`src/rtl/core/tkst_pkg.sv`:
```
`timescale 1ns / 1ps
package tkst_pkg;

    localparam int THREAD_SLOTS_DEF = 64;
    localparam int KEY_COUNT_DEF    = 32;

    typedef enum logic [2:0] {
        KIND_CREATE = 3'd0,
        KIND_DELETE = 3'd1,
        KIND_GET    = 3'd2,
        KIND_SET    = 3'd3,
        KIND_FINISH = 3'd4,
        KIND_JOIN   = 3'd5
    } kind_t;

    typedef enum logic [1:0] {
        ST_OK      = 2'd0,
        ST_BAD_KEY = 2'd1,
        ST_NO_KEY  = 2'd2,
        ST_NO_SLOT = 2'd3
    } status_t;

    typedef struct packed {
        logic [2:0]  kind;
        logic [63:0] thread_id;
        logic [5:0]  key_index;
        logic [63:0] data_word;
        logic [63:0] handler;
    } req_t;

    typedef struct packed {
        logic [1:0]  status;
        logic [4:0]  key_out;
        logic [63:0] word_out;
        logic [63:0] handler_out;
        logic        is_destructor_call;
        logic        last;
    } rsp_t;

    // slot search request from the sequencer to the search unit
    typedef struct packed {
        logic        start;
        logic [63:0] tid;
    } srch_req_t;

endpackage

```
`src/rtl/core/tkst_slot_search.sv`:
```
`timescale 1ns / 1ps
module tkst_slot_search
    import tkst_pkg::*;
#(
    parameter int THREAD_SLOTS = THREAD_SLOTS_DEF,
    localparam int SW = (THREAD_SLOTS > 1) ? $clog2(THREAD_SLOTS) : 1
)
(
    input  logic            clk,
    input  logic            rst_n,
    input  srch_req_t       req,
    // owner table read port, data registered by the caller
    output logic [SW-1:0]   rd_addr,
    input  logic [63:0]     rd_data,
    output logic            done,
    output logic            hit,
    output logic            free_found,
    output logic [SW-1:0]   hit_slot,
    output logic [SW-1:0]   free_slot
);

    typedef enum logic [1:0] {S_IDLE, S_READ, S_CMP, S_DONE} state_t;

    state_t             state_reg, state_next;
    logic [SW:0]        idx_reg, idx_next;
    logic [SW-1:0]      cmp_reg, cmp_next;
    logic [63:0]        tid_reg, tid_next;
    logic               hit_reg, hit_next;
    logic               free_reg, free_next;
    logic [SW-1:0]      hslot_reg, hslot_next;
    logic [SW-1:0]      fslot_reg, fslot_next;

    assign rd_addr    = idx_reg[SW-1:0];
    assign done       = (state_reg == S_DONE);
    assign hit        = hit_reg;
    assign free_found = free_reg;
    assign hit_slot   = hslot_reg;
    assign free_slot  = fslot_reg;

    // walks the owner table slot by slot, reading and then comparing each entry
    always_comb
    begin
        state_next = state_reg;
        idx_next   = idx_reg;
        cmp_next   = cmp_reg;
        tid_next   = tid_reg;
        hit_next   = hit_reg;
        free_next  = free_reg;
        hslot_next = hslot_reg;
        fslot_next = fslot_reg;
        unique case (state_reg)
            S_IDLE:
            begin
                if (req.start)
                begin
                    tid_next   = req.tid;
                    idx_next   = '0;
                    hit_next   = 1'b0;
                    free_next  = 1'b0;
                    state_next = (req.tid == 64'd0) ? S_DONE : S_READ;
                end
            end
            S_READ:
            begin
                cmp_next   = idx_reg[SW-1:0];
                idx_next   = idx_reg + 1'b1;
                state_next = S_CMP;
            end
            S_CMP:
            begin
                if (rd_data == tid_reg)
                begin
                    hit_next   = 1'b1;
                    hslot_next = cmp_reg;
                    state_next = S_DONE;
                end
                else
                begin
                    if (!free_reg && rd_data == 64'd0)
                    begin
                        free_next  = 1'b1;
                        fslot_next = cmp_reg;
                    end
                    state_next = (idx_reg == (SW+1)'(THREAD_SLOTS)) ? S_DONE : S_READ;
                end
            end
            S_DONE:
            begin
                state_next = S_IDLE;
            end
            default:
            begin
                state_next = S_IDLE;
            end
        endcase
    end

    always_ff @(posedge clk or negedge rst_n)
    begin
        if (!rst_n)
        begin
            state_reg <= S_IDLE;
            idx_reg   <= '0;
            hit_reg   <= 1'b0;
            free_reg  <= 1'b0;
        end
        else
        begin
            state_reg <= state_next;
            idx_reg   <= idx_next;
            hit_reg   <= hit_next;
            free_reg  <= free_next;
        end
    end

    always_ff @(posedge clk)
    begin
        cmp_reg   <= cmp_next;
        tid_reg   <= tid_next;
        hslot_reg <= hslot_next;
        fslot_reg <= fslot_next;
    end

endmodule

```
`config.mk`:
```
export PLATFORM = sky130hd
export DESIGN_NAME = tkst_slot_search
export DESIGN_NICKNAME = d
export VERILOG_FILES = /design/src/rtl/core/tkst_pkg.sv /design/src/rtl/core/tkst_slot_search.sv
export SDC_FILE = /design/constraint.sdc
export NUM_CORES = 1
export LEC_CHECK = 0
export BUFFER_PORTS_ARGS = -buffer_cell sky130_fd_sc_hd__buf_2
export CORE_AREA = 10 10 102 104
export DETAILED_ROUTE_END_ITERATION = 12
export DIE_AREA = 0 0 112 114
export PLACE_DENSITY = 0.79
export SYNTH_ARGS = -nofsm -noshare
export SYNTH_HDL_FRONTEND = slang
export SYNTH_SLANG_ARGS = --single-unit
```
`constraint.sdc`:
```
create_clock -name clk -period 2.85 [get_ports clk]
set_input_delay 0.285 -clock clk [delete_from_list [all_inputs] [get_ports clk]]
set_output_delay 0.285 -clock clk [all_outputs]
set_load 0.005 [all_outputs]
```
**After elaboration in Yosys (flattened, before gate mapping)**

Cells that the tools add are included.

- Register bits: 93
- Input port bits: 131
- Word-level logic and storage cells: 45

- $add $sub $neg: 1
- Eq/ne operators: 9
- Muxes and demuxes: 13
- Bitwise gates (word level): 1
- Reduce and logical (&&, ||, !) cells: 13

Operators with widths:

| kind | number |
|---|---|
| logical NOT 64 bit | 2 |
| equality test 64 bit | 1 |
| one-hot mux 7 bit (2 select lines) | 1 |
| two-way mux 2 bit | 4 |
| != test 2 bit (second input constant) | 4 |
| one-hot mux 2 bit (4 select lines) | 1 |
| adder 7 x 1 -> 7 bit (second input constant) | 1 |
| equality test 7 bit (second input constant) | 1 |
| two-way mux 7 bit | 1 |
| AND reduction 2 bit | 3 |
| AND reduction 3 bit | 2 |
| equality test 2 bit (second input constant) | 2 |
| two-way mux 1 bit | 4 |
| one-hot mux 1 bit (2 select lines) | 2 |
| AND reduction 4 bit | 1 |
| nonzero test 2 bit | 2 |
| equality test 2 x 1 -> 1 bit (second input constant) | 1 |
| logical NOT 2 bit | 1 |
| logical AND 1 bit | 1 |
| logical NOT 1 bit | 1 |
| NOT 1 bit | 1 |

**Logic depth before layout (Yosys ltp)**

Gate-level depths: netlist of run 1.

- Depth after elaboration: 5
- Mapped depth: 6

**Worst setup path after synthesis of run 1**

OpenSTA, ideal clock, no wires.

- Path kind: reg-to-reg
- Start: reg state_reg[0]
- End: reg idx_reg[3]
- Setup time: 129 ps
- Data arrival time: 2401 ps
- Setup slack: 320 ps
- Stages on the path, launching flop included: 7
- Clock period less this slack: 2530 ps
- Cell sequence: dfrtp_1 > nor2_1 > nand2_1 > inv_1 > nor2_1 > o21ai_0 > o31ai_1

- Word-level cells in the longest chain between the ends: 3
- Elaborated cells between the ends (all ways): 6

RTL lines:

| what | line | RTL |
|---|---|---|
| start, declared | tkst_slot_search.sv:24 | `state_t state_reg, state_next;` |
| start signal, assigned | tkst_slot_search.sv:109 | `state_reg <= state_next;` |
| equality test 2 x 1 -> 1 bit or logical NOT 2 bit (tied branches) | tkst_slot_search.sv:51 | `unique case (state_reg)` |
| nonzero test 2 bit (no source line) or != test 2 bit (tied branches) | - |  |
| AND reduction 2 bit (no source line) | - |  |
| end signal, assigned | tkst_slot_search.sv:110 | `idx_reg <= idx_next;` |
| end, declared | tkst_slot_search.sv:25 | `logic [SW:0] idx_reg, idx_next;` |

Parallel ways exist; a longest one is shown, timed or not.
A chain may end at the register's enable or synchronous reset.

**Final worst setup path of run 1**

- Start: reg tid_reg[40]
- End: reg hslot_reg[2] (netlist: hit_slot[2]), enable pin

- Word-level cells in the longest chain between the ends: 2

RTL lines:

| what | line | RTL |
|---|---|---|
| start, declared | tkst_slot_search.sv:27 | `logic [63:0] tid_reg, tid_next;` |
| start signal, assigned | tkst_slot_search.sv:119 | `tid_reg <= tid_next;` |
| equality test 64 bit | tkst_slot_search.sv:71 | `if (rd_data == tid_reg)` |
| AND reduction 2 bit (no source line) | - |  |
| end signal, assigned | tkst_slot_search.sv:120 | `hslot_reg <= hslot_next;` |
| end, declared | tkst_slot_search.sv:30 | `logic [SW-1:0] hslot_reg, hslot_next;` |

Every way passes these cells.

==> run summary, run 1 <==
status - finished clean
post-route clock period utilization - 82.37%
vias in the first global route - 3,278
multi-input combinational cell area - 1230 um^2
DRT met1 WL - 4.874 mm
largest net degree at the start of global routing - 40
area added between synthesis and finish - 26.75%
Skew-Pair Late Insertion Delay - 350 ps
Fill cells - 673
final hold slack - 115.4 ps
Unique masters post-synth - 28
chip height - 114 um
total grt overflow - 0
top-count cell post-synth - edfxtp_1
MaxCap Viol Count - 0
Final nets - 567
Syn Std Cell Area - 4028 um^2
Clock Tree Root - clkbuf_8
num rows - 34
Worst-Margin Slew - 618.2 ps
average size of a mapped cell - 14.59 um^2
Slew headroom - 58.73%
unrepaired setup endpoints after global routing - false
I/O pins - 152
Final Slew Violations - 0
PD cells - 600.0 nW/um^2
Post-synth ARST share - 11.83%
cell count after synthesis - 276
WP data required - 2840 ps
Hold Vio Cnt, Final - 0
Clock Sinks - 93
Arr. time, crit path - 2340 ps
Post-DP HPWL - 9.773 mm
wire length per cell - 21.79 um
post_cts resized - 0
endpoint type of the worst setup path - register
initial antenna violation count - 3
DRC - 0
GRT Overall Usage - 18.10%
TritonRoute pass-1 iters - 5
CTS Buf Count - 9
setup bufs post-CTS - 0
routed wl met3 - 1.148 mm
clk slew on worst S/H paths - 90 ps
global-route wire length before repair - 17.78 mm
final non-filler cell total - 552
post-route ant nets - 0
die width - 112 um
total wire length - 12.03 mm
Setup TNS Final - 0 ps
met2 WL - 5.654 mm
fmax - 426.0 MHz
min setup slack post-route - 502.4 ps
Synth Register Bits - 93
register area - 2738 um^2
max reg flops - 64
core area - 8466 um^2
via count - 3,075
1st-iter DRT viols - 272
Die Area - 12,770 um^2
GPL Wtd Cong - 0.8848
post-synth top area cell - edfxtp_1
kind of critical path - register to register
vias per cell - 5.571
Syn Nets - 409
top post-synthesis cells by area - edfxtp_1 61%, xnor2_1 14%, dfrtp_1 6.8%
top_reg_cell synth - edfxtp_1
crit-path max FO - 7
Final Setup Violations - 0
dpl ws - 529.8 ps
Post-CTS Hold Buffers - 1
Leak - 1.911 nW
commonest cells in the netlist - 82 x edfxtp_1, 64 x xnor2_1, 36 x nor4_1, 24 x nand4_1, 11 x dfrtp_1
share of cells above drive strength 1 - 38.72%
register area share after synthesis - 67.97%
IO Port Bufs - 151
CP Launch Type - register
uppermost layer routed - met4
post-route minimum period - 2348 ps
H-tree levels - 3
Max VDD drop - 0.0003811 V
CTS tree - done
initial core utilization - 47.58%
Post-synth EDFFs - 82
post-placement cell count - 530
Synth top area share - 61.14%
clock buffer depth - 2
post-layout util - 60.30%
Layout Skew - 8.651 ps
worst min-delay path class - primary input to register
Ys Warns - 0
per-stage QoR:
stage,cell area [um^2],total power [mW]
after global routing,5100,3.197
after detailed placement,4893,2.229
after floorplan,4028,2.007
final,5105,3.063
after CTS,5092,3.073
after global placement,4893,2.215
final cells by class:
| class | count | share of cell area (%) |
|---|---|---|
| antenna | 5 | 0.2451 |
| clock buffer | 10 | 2.500 |
| clock inverter | 6 | 1.201 |
| inverter | 4 | 0.2941 |
| multi-input combinational | 173 | 24.09 |
| sequential | 93 | 53.63 |
| tap | 108 | 2.647 |
| timing repair buffer | 153 | 15.39 |
worst max-delay path: stages (launching register included):
cell and delay [ps]:
edfxtp_1 380, xnor2_1 380, nand4_1 200, nor4_1 310, nand4_1 210, nor2_1 510
worst paths after layout:
| path | from | endpoint | slack, ps | cells after the start |
|---|---|---|---|---|
| min in group asynchronous | rst_n | state_reg[1] | 340 | 2 |
| max in group asynchronous | rst_n | idx_reg[1] | 2300 | 2 |
| worst min-delay path | req[4] | tid_reg[4] | 120 | 1 |
| worst max register to register | tid_reg[40] | hit_slot[2] | 500 | 5 |
| worst min register to register | cmp_reg[5] | hit_slot[5] | 460 | 0 |
| worst max-delay path | tid_reg[40] | hit_slot[2] | 500 | 5 |
cells in the final DEF, fill, tap and decap left out, types with 2 or more instances in the layout:
master	Yosys	final
nor4_1	36	36
and2_1	2	2
o21a_1	2	2
clkinv_2	0	3
nor2_1	9	9
o21ai_0	7	7
inv_1	3	2
nand3_1	4	4
diode_2	0	5
buf_2	0	151
o211ai_1	2	2
xnor2_1	64	64
dfrtp_1	11	11
clkbuf_8	0	9
nand2_1	5	5
ha_1	2	2
edfxtp_1	82	82
o31ai_1	4	4
nand4_1	24	24
nor3_1	2	2
cell families after synthesis:
logic type,after synthesis,share of synthesized area [%]
DFF,93,67.97
and+or+nand+nor,89,13.08
xor gates and xnor gates,64,13.92
AOI/OAI and AO/OA,18,2.920
buffers and inverters,10,1.491
adders and majority gates,2,0.6212
power breakdown:
part | leakage [nW] | internal, mW | switching (mW)
sequential | 0.921 | 1.65 | 0.0877
combinational | 0.893 | 0.211 | 0.255
clock | 0.0965 | 0.405 | 0.451
metal layers:
| metal | track usage (%) | up-vias |
|---|---|---|
| li1 | - | 1404 |
| met1 | 22.40 | 1473 |
| met2 | 28.40 | 170 |
| met4 | 8.883 | 0 |
| met3 | 5.407 | 28 |
| met5 | 0 | - |
Power figures use the tool's default switching activity.
==> run 2, diff against run 1 <==
==> constraint.sdc (replaced) <==
create_clock -name clk -period 2.3 [get_ports clk]
set_input_delay 0.23 -clock clk [delete_from_list [all_inputs] [get_ports clk]]
set_output_delay 0.23 -clock clk [all_outputs]
set_load 0.005 [all_outputs]
==> run 2 against run 1 <==
Setup slack got worse by 340 ps. Register-to-register slack worse by 340 ps. Non-clock buffer count grew 2. Count of clock-buffer cells in the layout rose by 3. Power up 24%. Cell count did not move. Combinational power increased by 26%.
==> run summary, run 2 (synthesized netlist as in run 1, its figures left out) <==
status - finished clean
1st-iter DRT viols - 194 (-29%)
Post-DP HPWL - 9.789 mm (+0.16%)
TritonRoute pass-1 iters - 7 (+2)
Arr. time, crit path - 2390 ps (+50 ps)
MaxCap Viol Count - 0 (unchanged)
post-route total power - 3.792 mW (+24%)
global-route wire length before repair - 17.84 mm (+0.35%)
Hold Vio Cnt, Final - 0 (unchanged)
DRC - 0 (unchanged)
area added between synthesis and finish - 27.03%
post-route minimum period - 2141 ps (-206.4 ps)
kind of critical path - register to register
CTS tree - done
final non-filler cell total - 552 (unchanged)
Layout Skew - 17.18 ps (+8.524 ps)
endpoint type of the worst setup path - register
design area - 5116 um^2 (+0.22%)
worst min-delay path class - primary input to register
die width - 112 um (unchanged)
vias per cell - 5.462 (-2.0%)
chip height - 114 um (unchanged)
GRT Overall Usage - 18.20% (+0.10 points)
final hold slack - 48.41 ps (-66.98 ps)
total grt overflow - 0 (unchanged)
DP Area - 4912 um^2 (+0.38%)
share of cells above drive strength 1 - 38.32% (-0.40 points)
Final Setup Violations - 0 (unchanged)
post-route ant nets - 0 (unchanged)
Final nets - 569 (+0.35%)
post-placement cell count - 532 (+0.38%)
I/O pins - 152 (unchanged)
vias in the first global route - 3,292 (+0.43%)
num rows - 34 (unchanged)
WP data required - 2550 ps (-290 ps)
Skew-Pair Late Insertion Delay - 370 ps (+20 ps)
CP Launch Type - register
CTS Buf Count - 9 (unchanged)
setup bufs post-CTS - 0 (unchanged)
Worst-Margin Slew - 565.7 ps (-52.49 ps)
Clock Tree Root - clkbuf_8
commonest non-fill, non-tap cell in the layout - buf_2
crit-path max FO - 7 (unchanged)
initial core utilization - 47.58% (unchanged)
IO Port Bufs - 151 (unchanged)
Slew headroom - 61.94% (+3.2 points)
commonest cells after routing, fill and taps aside - 151 x buf_2, 82 x edfxtp_1, 64 x xnor2_1
Clock Sinks - 93 (unchanged)
Die Area - 12,770 um^2 (unchanged)
fmax - 467.0 MHz (+9.6%)
dpl ws - 255.9 ps (-273.9 ps)
clk slew on worst S/H paths - 100 ps (about the same)
clock buffer depth - 2 (unchanged)
H-tree levels - 3 (unchanged)
largest net degree at the start of global routing - 65 (+63%)
post-route clock period utilization - 93.10% (+11 points)
min setup slack post-route - 158.8 ps (-343.6 ps)
post-layout util - 60.43% (+0.13 points)
total wire length - 11.94 mm (-0.72%)
wire length per cell - 21.63 um (-0.72%)
PD cells - 741.2 nW/um^2 (+24%)
via count - 3,015 (-2.0%)
GPL Wtd Cong - 0.9115 (+3.0%)
unrepaired setup endpoints after global routing - false
initial antenna violation count - 3 (unchanged)
Final Slew Violations - 0 (unchanged)
max reg flops - 64 (unchanged)
Max VDD drop - 0.0003664 V (-3.9%)
core area - 8466 um^2 (unchanged)
Leak - 1.911 nW (about the same)
Setup TNS Final - 0 ps (unchanged)
-- run 2: cell types whose count changed in the layout (fill, tap and decap cells not counted), sizes merged --
| cell | change |
|---|---|
| buf | +2 |
| clkbuf | +3 |
| clkinv | -1 |
| diode | -2 |
| inv | -2 |
-- run 2: area by class of cell --
type                       instances  area [um^2]
fill                             683         3349
sequential                        93         2738
antenna                            3        7.507
tap                              108        135.1
clock buffer                      13        138.9
inverter                           4        18.77
multi-input combinational        173         1230
timing repair buffer             155        800.8
clock inverter                     3        47.55
-- run 2: power by group --
part | total, mW | switching (mW) | internal, mW
sequential | 2.15 | 0.107 | 2.05
clock | 1.05 | 0.541 | 0.509
combinational | 0.587 | 0.320 | 0.267
total | 3.79 | 0.969 | 2.82
-- run 2: critical path: stages (launching register included) --
cell	delay, ps
edfxtp_1	390
xnor2_1	350
nand4_1	150
nor4_1	390
nand4_1	220
and4b_2	340
o21a_1	190
-- run 2: metal layers --
| metal | vias up | track usage (%) | wire, um | part of all wire (%) |
|---|---|---|---|---|
| li1 | 1406 | - | - | - |
| met1 | 1453 | 22.61 | 4884 | 41 |
| met2 | 140 | 28.75 | 5744 | 48 |
| met3 | 16 | 5.774 | 1118 | 9.4 |
| met4 | 0 | 7.783 | 191 | 1.6 |
| met5 | - | 0 | 0 | 0 |
-- run 2: final timing paths --
kind | cells past startpoint | to | slack (ps) | from
min in group asynchronous | 2 | idx_reg[5] | 270 | rst_n
worst max register to register | 6 | free_found | 160 | tid_reg[40]
worst min-delay path | 1 | tid_reg[48] | 50 | req[48]
worst max-delay path | 6 | free_found | 160 | tid_reg[40]
max in group asynchronous | 2 | free_found | 1820 | rst_n
worst min register to register | 0 | free_slot[3] | 460 | cmp_reg[3]
-- run 2: repair_timing --
item / 4_1_cts / 5_1_grt
hold buffers: 1 / 0
resized for setup: 0 / 0
hold endpoints to repair: 11 / 0
==> run 3, diff against run 2 <==
--- a/config.mk
+++ b/config.mk
@@ -5,7 +5,7 @@
 export SDC_FILE = /design/constraint.sdc
 export NUM_CORES = 1
 export LEC_CHECK = 0
-export BUFFER_PORTS_ARGS = -buffer_cell sky130_fd_sc_hd__buf_2
+export BUFFER_PORTS_ARGS = -buffer_cell sky130_fd_sc_hd__clkbuf_2
 export CORE_AREA = 10 10 102 104
 export DETAILED_ROUTE_END_ITERATION = 12
 export DIE_AREA = 0 0 112 114
==> run 3 against run 2 <==
First-iteration DRC count increased by 53%. Die area did not move. Final area grew 0.15%. Sequential power hardly changed. Clock power decreased by 6%. Sequential cell count is the same. Sequential share of layout area decreased by 0.078 points. Non-clock buffer count is 1 higher. Global-route usage down 0.18 points. Highest routed layer unchanged.
==> run summary, run 3 (synthesized netlist as in run 1, its figures left out) <==
Die Area - 12,770 um^2 (unchanged)
WP data required - 2560 ps (about the same)
1st-iter DRT viols - 297 (+53%)
worst min-delay path class - primary input to register
die width - 112 um (unchanged)
total wire length - 11.89 mm (-0.39%)
largest net degree at the start of global routing - 28 (-57%)
global-route wire length before repair - 17.65 mm (-1.1%)
initial core utilization - 47.58% (unchanged)
Slew headroom - 62.82% (+0.89 points)
final hold slack - 49.23 ps (+0.8193 ps)
wire length per cell - 21.62 um (about the same)
Leak - 1.941 nW (+1.6%)
TritonRoute pass-1 iters - 5 (-2)
Arr. time, crit path - 2350 ps (-40 ps)
final non-filler cell total - 550 (-0.36%)
Final nets - 570 (+0.18%)
core area - 8466 um^2 (unchanged)
Clock Tree Root - clkbuf_8
Worst-Margin Slew - 552.5 ps (-13.18 ps)
max reg flops - 64 (unchanged)
CTS tree - done
via count - 3,030 (+0.50%)
share of cells above drive strength 1 - 39.37% (+1.0 points)
crit-path max FO - 7 (unchanged)
Setup TNS Final - 0 ps (unchanged)
Final Setup Violations - 0 (unchanged)
initial antenna violation count - 0 (-3)
PD cells - 730.2 nW/um^2 (-1.5%)
kind of critical path - register to register
GRT Overall Usage - 18.02% (-0.18 points)
unrepaired setup endpoints after global routing - false
diodes inserted - 0 (-3)
Max VDD drop - 0.0003548 V (-3.2%)
clock buffer depth - 2 (unchanged)
num rows - 34 (unchanged)
fmax - 479.3 MHz (+2.6%)
CTS Buf Count - 9 (unchanged)
post-route minimum period - 2087 ps (-54.71 ps)
post-route total power - 3.741 mW (-1.3%)
post-placement cell count - 533 (+0.19%)
Final Slew Violations - 0 (unchanged)
DRC - 0 (unchanged)
chip height - 114 um (unchanged)
H-tree levels - 3 (unchanged)
Reg2Reg Launch Point - tid_reg[42]
status - finished clean
Layout Skew - 14.08 ps (-3.094 ps)
Hold Path Origin - req[4]
post-route clock period utilization - 90.72% (-2.4 points)
vias per cell - 5.509 (+0.86%)
area added between synthesis and finish - 27.21%
endpoint type of the worst setup path - register
clk slew on worst S/H paths - 100 ps (about the same)
GPL Wtd Cong - 0.9131 (+0.18%)
post-route ant nets - 0 (unchanged)
Clock Sinks - 93 (unchanged)
MaxCap Viol Count - 0 (unchanged)
Post-DP HPWL - 9.911 mm (+1.3%)
CP Launch Type - register
commonest non-fill, non-tap cell in the layout - clkbuf_2
total grt overflow - 0 (unchanged)
crit path from - tid_reg[42]
Skew-Pair Late Insertion Delay - 360 ps (about the same)
commonest cells after routing, fill and taps aside - 151 x clkbuf_2, 82 x edfxtp_1, 63 x xnor2_1
vias in the first global route - 3,238 (-1.6%)
IO Port Bufs - 151 (unchanged)
Hold Vio Cnt, Final - 0 (unchanged)
I/O pins - 152 (unchanged)
-- run 3: worst paths after layout --
| path | to | slack, ps | cells after the start |
|---|---|---|---|
| worst max-delay path | free_found | 210 | 6 |
| worst min-delay path | tid_reg[4] | 50 | 1 |
| worst max register to register | free_found | 210 | 6 |
| worst min register to register | hit_slot[4] | 460 | 0 |
| max in group asynchronous | state_reg[1] | 1800 | 2 |
| min in group asynchronous | free_found | 270 | 2 |
-- run 3: per-stage QoR --
| stage | instance area [um^2] | setup slack, ps | util, % |
|---|---|---|---|
| 4_1_cts | 5116 | 131.0 | 60.43 |
| 6_report | 5124 | 213.5 | 60.52 |
| 3_5_place_dp | 4932 | 166.3 | 58.26 |
| 5_1_grt | 5124 | 79.72 | 60.52 |
| 3_3_place_gp | 4932 | 221.6 | 58.26 |
| 2_1_floorplan | 4031 | 153.7 | - |
-- run 3: what timing repair did --
| item | 4_1_cts | 5_1_grt |
|---|---|---|
| setup endpoints to repair | 0 | 1 |
| buffers inserted | 0 | 0 |
| gates resized for setup | 0 | 1 |
| hold buffers | 1 | 0 |
| endpoints found under the hold margin | 11 | 0 |
-- run 3: metal layers --
layer | up-vias | track usage, % | routed length [um]
met4 | 0 | 7.783 | 320
met2 | 165 | 28.63 | 5565
met1 | 1432 | 22.36 | 4847
li1 | 1409 | - | -
met3 | 24 | 5.512 | 1159
met5 | - | 0 | 0
-- run 3: worst max-delay path, stage by stage (launching register included) --
cell and delay [ps]:
edfxtp_1 390, xnor2_1 220, nand4_1 200, nor4_1 430, nand4_1 220, and4b_2 340
o21a_1 190
-- run 3: report_power, final --
part | internal [mW] | switching, mW | leakage, nW
combinational | 0.277 | 0.320 | 0.937
clock | 0.401 | 0.590 | 0.0833
sequential | 2.05 | 0.107 | 0.921
total | 2.72 | 1.02 | 1.94
-- run 3: final cells by class --
| type | instances | area [um^2] |
|---|---|---|
| multi-input cells | 173 | 1237 |
| repair buffers | 156 | 820.8 |
| clock inverters | 6 | 46.29 |
| inverters | 4 | 18.77 |
| flip-flops and latches | 93 | 2738 |
| fillers | 686 | 3342 |
| well taps | 108 | 135.1 |
| clock buffers | 10 | 127.6 |
